**config.mk**
```make
export PLATFORM = sky130hd
export DESIGN_NAME = mfv_ctrl
export DESIGN_NICKNAME = d
export VERILOG_FILES = /design/src/hdl/mfv_pkg.sv /design/src/hdl/mfv_ctrl.sv
export SDC_FILE = /design/constraint.sdc
export NUM_CORES = 1
export LEC_CHECK = 0
export ABC_AREA = 0
export BUFFER_PORTS_ARGS = -buffer_cell sky130_fd_sc_hd__buf_2
export CORE_AREA = 3 3 40 42
export CTS_CLUSTER_DIAMETER = 200
export DETAILED_ROUTE_END_ITERATION = 16
export DIE_AREA = 0 0 43 45
export GPL_TIMING_DRIVEN = 0
export PLACE_DENSITY = 0.5
export SKIP_CTS_REPAIR_TIMING = 1
export SKIP_LAST_GASP = 1
export SYNTH_ARGS = -nofsm -noshare
export SYNTH_HDL_FRONTEND = slang
export SYNTH_SLANG_ARGS = --single-unit
```
**constraint.sdc**
```tcl
create_clock -name clk -period 1.35 [get_ports clk]
set_input_delay 0.405 -clock clk [delete_from_list [all_inputs] [get_ports clk]]
set_output_delay 0.405 -clock clk [all_outputs]
set_load 0.005 [all_outputs]
```
**src/hdl/mfv_pkg.sv**
```systemverilog
// Package for the most frequent value finder.
// Holds the default store depth, the controller state type and the
// command and status groups shared by the controller and datapath.
package mfv_pkg;

  parameter int unsigned MFV_DEPTH_DEFAULT = 256;

  typedef enum logic [2:0] {
    S_LOAD,
    S_RD_I,
    S_LATCH,
    S_SWEEP,
    S_DRAIN,
    S_UPDATE,
    S_OUT
  } mfv_state_t;

  // Commands from the controller to the datapath
  typedef struct packed {
    logic store;        // write the accepted request into the store
    logic search_init;  // restart candidate index and best count
    logic cand_rd;      // read the candidate entry
    logic cand_ld;      // capture candidate, restart sweep and tally
    logic sweep_rd;     // read the sweep entry, advance sweep index
    logic update;       // fold tally into best, advance candidate index
    logic out_ld;       // load result register, start a new set
  } mfv_cmd_t;

  // Status from the datapath to the controller
  typedef struct packed {
    logic last_j;       // sweep index is on the final stored entry
    logic last_i;       // candidate index is on the final stored entry
  } mfv_status_t;

endpackage

```
**src/hdl/mfv_ctrl.sv**
```systemverilog
// Controller for the most frequent value finder.
// Sequences load, pairwise count and result hand-off; depends on mfv_pkg.
module mfv_ctrl
  import mfv_pkg::*;
(
  input  logic        clk,
  input  logic        rst_n,
  input  logic        in_valid,
  input  logic        in_last,
  output logic        in_stall,
  output logic        out_valid,
  input  logic        out_stall,
  output mfv_cmd_t    cmd,
  input  mfv_status_t status
);

  mfv_state_t state_r, state_nxt;
  logic       out_valid_r, out_valid_nxt;
  logic       accept;
  logic       out_free;

  assign in_stall  = (state_r != S_LOAD);
  assign accept    = in_valid && !in_stall;
  assign out_free  = !out_valid_r || !out_stall;
  assign out_valid = out_valid_r;

  always_ff @(posedge clk) begin
    if (!rst_n) begin
      state_r     <= S_LOAD;
      out_valid_r <= 1'b0;
    end else begin
      state_r     <= state_nxt;
      out_valid_r <= out_valid_nxt;
    end
  end

  always_comb begin
    state_nxt     = state_r;
    cmd           = '0;
    out_valid_nxt = out_valid_r && out_stall;
    case (state_r)
      S_LOAD: begin
        cmd.store = accept;
        if (accept && in_last) begin
          cmd.search_init = 1'b1;
          state_nxt       = S_RD_I;
        end
      end
      S_RD_I: begin
        cmd.cand_rd = 1'b1;
        state_nxt   = S_LATCH;
      end
      S_LATCH: begin
        cmd.cand_ld = 1'b1;
        state_nxt   = S_SWEEP;
      end
      S_SWEEP: begin
        cmd.sweep_rd = 1'b1;
        if (status.last_j) begin
          state_nxt = S_DRAIN;
        end
      end
      S_DRAIN: begin
        state_nxt = S_UPDATE;
      end
      S_UPDATE: begin
        cmd.update = 1'b1;
        state_nxt  = status.last_i ? S_OUT : S_RD_I;
      end
      S_OUT: begin
        if (out_free) begin
          cmd.out_ld    = 1'b1;
          out_valid_nxt = 1'b1;
          state_nxt     = S_LOAD;
        end
      end
      default: begin
        state_nxt = S_LOAD;
      end
    endcase
  end

endmodule

```
# Word level (Yosys, flattened, before mapping)
# Cells that the tools add are included.
[totals] regBits=4 romBits=0 input_bits=7 latchBits=0 out_inout_bits=9 ram_bits=0 mem_count=0
[classes] multipliers=0 mux=15 shift=0 addsub=0 eq_ne=9 n_lt_le_gt_ge=0 bitwise=0 n_reduce_logical=10 div_mod_pow=0
[op_table] cell="3-bit one-hot mux with 7 select lines" n=1
[op_table] cell="3-bit two-way mux" n=4
[op_table] cell="3-bit equality test, second input constant" n=3
[op_table] cell="1-bit two-way mux" n=9
[op_table] cell="3-bit by 2-bit equality test with 1-bit output, second input constant" n=2
[op_table] cell="2-bit inequality test, second input constant" n=3
[op_table] cell="3-bit by 1-bit equality test with 1-bit output, second input constant" n=1
[op_table] cell="1-bit logical AND" n=3
[op_table] cell="1-bit zero test" n=3
[op_table] cell="3-bit zero test" n=1
[op_table] cell="3-bit AND reduction" n=1
[op_table] cell="3-bit nonzero test" n=1
[op_table] cell="2-bit two-way mux" n=1
[op_table] cell="1-bit logical OR" n=1

# Logic depth before layout (Yosys ltp)
[depth] ltp_word=6 mapped_depth=4

# Worst setup path before layout
# No wires, ideal clock.
[synth_path] path_type="flip-flop to output port" from="reg state_r[2]" to="out cmd[5] (netlist name)" stages_incl_launch_ff=4 path_buffers=1 t_arrival_ns=0.945 path_slack_ns=0.000 cell_sequence="dfxtp_1 buf_6 or3_4 nor2_1"
[synth_rtl] item="start: declaration" line_no="mfv_ctrl.sv:17" source="mfv_state_t state_r, state_nxt;"
[synth_rtl] item="start signal: assignment" line_no="mfv_ctrl.sv:32" source="state_r <= state_nxt;"
[synth_rtl] item="end: declaration" line_no="mfv_ctrl.sv:13" source="output mfv_cmd_t cmd,"

==> summary.md <==
| Metric | Value |
|---|---|
| 1st-pass router iterations | `2` |
| Outcome | `finished, violations left` |
| Worst Skew | `0.000298 ns` |
| R2R setup slack | `0.17 ns` |
| Final Hold Vio Count | `0` |
| Period utilisation layout | `122%` |
| Max_slew headroom | `85.9%` |
| Crit-path max FO | `4` |
| Final Core Density | `37.0%` |
| Site Rows | `13` |
| # setup viols final | `8` |
| Comb pwr share | `37.2%` |
| Antenna violations before repair | `0` |
| WS Path Type | `flip-flop to output port` |
| Post-route ant nets | `0` |
| Sequential area share after synthesis | `26.4%` |
| Max Clk Rate | `608 MHz` |
| Least-Margin Pin Slew | `0.209 ns` |
| Initial Utilization | `23.6%` |
| Gr usage total | `7.49%` |
| Number of port buffers | `15` |
| R2R depth | `5` |
| Sw frac | `29.1%` |
| Grt total ovfl | `0` |
| Largest cells by area after synthesis | `dfxtp_1 (26%), buf_6 (7.4%), nor3b_1 (5.0%), a211oi_2 (4.1%), and3b_4 (4.1%)` |
| Reg2reg end | `state_r[0]$_SDFFE_PN0P_` |
| Number of buffers created by CTS | `3` |
| Number of remaining DRC errors | `0` |
| Vias in the first global route | `281` |
| # fillers | `155` |
| CP endpoint kind | `output port` |
| P_int | `337 uW` |
| Core footprint | `0.00128 mm^2` |
| Pwr per Cell Area | `1000 mW/mm^2` |
| Layout cells sized above 1 | `61.4%` |
| Ant diodes | `0` |
| Syn_area_per_cell | `8.91 um^2` |
| CTS sink count | `4` |
| Power Total | `476 uW` |
| Root Buffer | `clkbuf_4` |
| Later-pin clock latency in the skew report | `0.23 ns` |
| WP data required | `0.95 ns` |
| Area after DPL | `397 um^2` |
| Die Ht | `45 um` |
| Area share of the largest cell type after synthesis | `26.4%` |
| Routed len/inst | `10.4 um` |
| Largest net degree at the start of global routing | `11` |
| Final net count | `66` |
| Final wirelength | `751 um` |
| Final instance area | `475 um^2` |
| Top FF cell, synth | `dfxtp_1` |
| Hold Path Cell Cnt | `2` |
| H-tree Lvls | `1` |
| Critical path startpoint category | `flip-flop` |
| CP arrival | `1.24 ns` |
| Top-Level Pins | `16` |
| Clk pin slew, worst setup/hold paths | `0.04 ns` |
| Max clock buf depth | `2` |
| Register area | `86.3 um^2` |
| Ys async rst share | `0%` |
| First-pass GRT wire length | `1080 um` |
| RSZ-0062 raised after global routing | `true` |
| DIE AREA | `0.00194 mm^2` |
| Die X-Extent | `43 um` |
| Yosys cell types | `25` |
| Syn nets | `41` |
| Detailed placement HPWL | `537 um` |
| Synth Cell Area | `303 um^2` |
| Via/cell ratio | `4.53` |
| CTS tree | `built` |
| Flop and latch count out of synthesis | `4` |
| Area Overhead vs Synth | `57.0%` |
| Placer Congestion | `0.692` |
| Cell leakage power | `0.000231 uW` |
| Hold Startpoint | `rst_n` |
| Most frequent cell after synthesis | `dfxtp_1` |
| Post-synth EDFFs | `0` |
| Final WS setup | `-0.296 ns` |
| Hold crit path type | `input pin to flip-flop` |
| Max Cap Violations | `0` |
| Vias | `326` |
| Mapped Cells | `34` |
| Failing checks | `negative setup slack` |
| Starting DRT DRC Count | `3` |
| Largest area contributor in the netlist | `dfxtp_1` |
| Crit path launch | `state_r[2]$_SDFFE_PN0P_` |
| VDD IR max | `0.000422 V` |
| Flop pwr share | `32.0%` |
| Worst setup path end | `cmd[5]` |
| Psw | `138 uW` |
| Synth warnings | `0` |
| Final Max Slew Viols | `0` |
| Reg2reg start | `state_r[2]$_SDFFE_PN0P_` |
| Multi-input combinational cell area | `201 um^2` |
| Clk pwr share | `30.8%` |
| Tmin final | `1.65 ns` |
[state kept, by name, summed over array words and instances (netlist names)]
signal,flops
state_r,3
out_valid,1
[logic make-up after synthesis]
| kind of cell | Yosys count | share of synthesized area [%] |
|---|---|---|
| compound gates | 12 | 29.3 |
| simple gates | 14 | 34.3 |
| buf+inv | 4 | 9.92 |
| flops | 4 | 26.4 |
[power groups by stage]
stage	logic (uW)	registers, uW	clock network (uW)
finish	177	152	147
global route	197	156	161
CTS	162	148	154
detailed placement	162	150	0
global placement	163	150	0
floorplan	108	145	0
[critical path, cell delays in order (launching register included)]
cell	delay, ns
dfxtp_2	0.32
buf_6	0.12
or3_4	0.38
nor2_1	0.08
buf_2	0.11
[cells in the final DEF (no fill, tap or decap), types with 2 or more instances in the layout]
| master | n |
|---|---|
| buf_4 | 4 |
| buf_6 | 3 |
| nor2_1 | 2 |
| buf_2 | 15 |
| nand2_1 | 2 |
| dfxtp_2 | 2 |
| clkbuf_4 | 3 |
| inv_1 | 2 |
| nor3b_2 | 2 |
| a21oi_2 | 2 |
[stage by stage]
step / hold WS (ns) / setup slack, ns / cells / TNS (ns)
floorplan: 0.522 / 0.000383 / 34 / 0
global placement: 0.560 / -0.0969 / 64 / -0.201
detailed placement: 0.552 / -0.0981 / 64 / -0.203
CTS: 0.412 / -0.352 / 67 / -1.71
global route: 0.426 / -0.361 / 72 / -2.07
finish: 0.416 / -0.296 / 72 / -1.65
[how the worst min path moves through the flow]
stage | to
after detailed placement | out_valid$_SDFF_PN0_
after CTS | state_r[2]$_SDFFE_PN0P_
final | state_r[2]$_SDFFE_PN0P_
after global routing | state_r[2]$_SDFFE_PN0P_
after floorplan | state_r[2]$_SDFFE_PN0P_
after global placement | out_valid$_SDFF_PN0_
[layout make-up]
type	count	share of cell area, %
Inverter	2	1.58
Buffer	2	4.74
Sequential cell	4	18.2
Timing Repair Buffer	20	24.5
Clock buffer	3	4.74
Multi-Input combinational cell	26	42.4
Tap cell	15	3.95
[per-layer routing]
metal / wire length (um) / global-route usage [%]
met3: 60 / 4.78
met2: 366 / 12.0
met1: 324 / 8.41
met5: 0 / 0
met4: 0 / 1.81
Power figures use the tool's default switching activity.
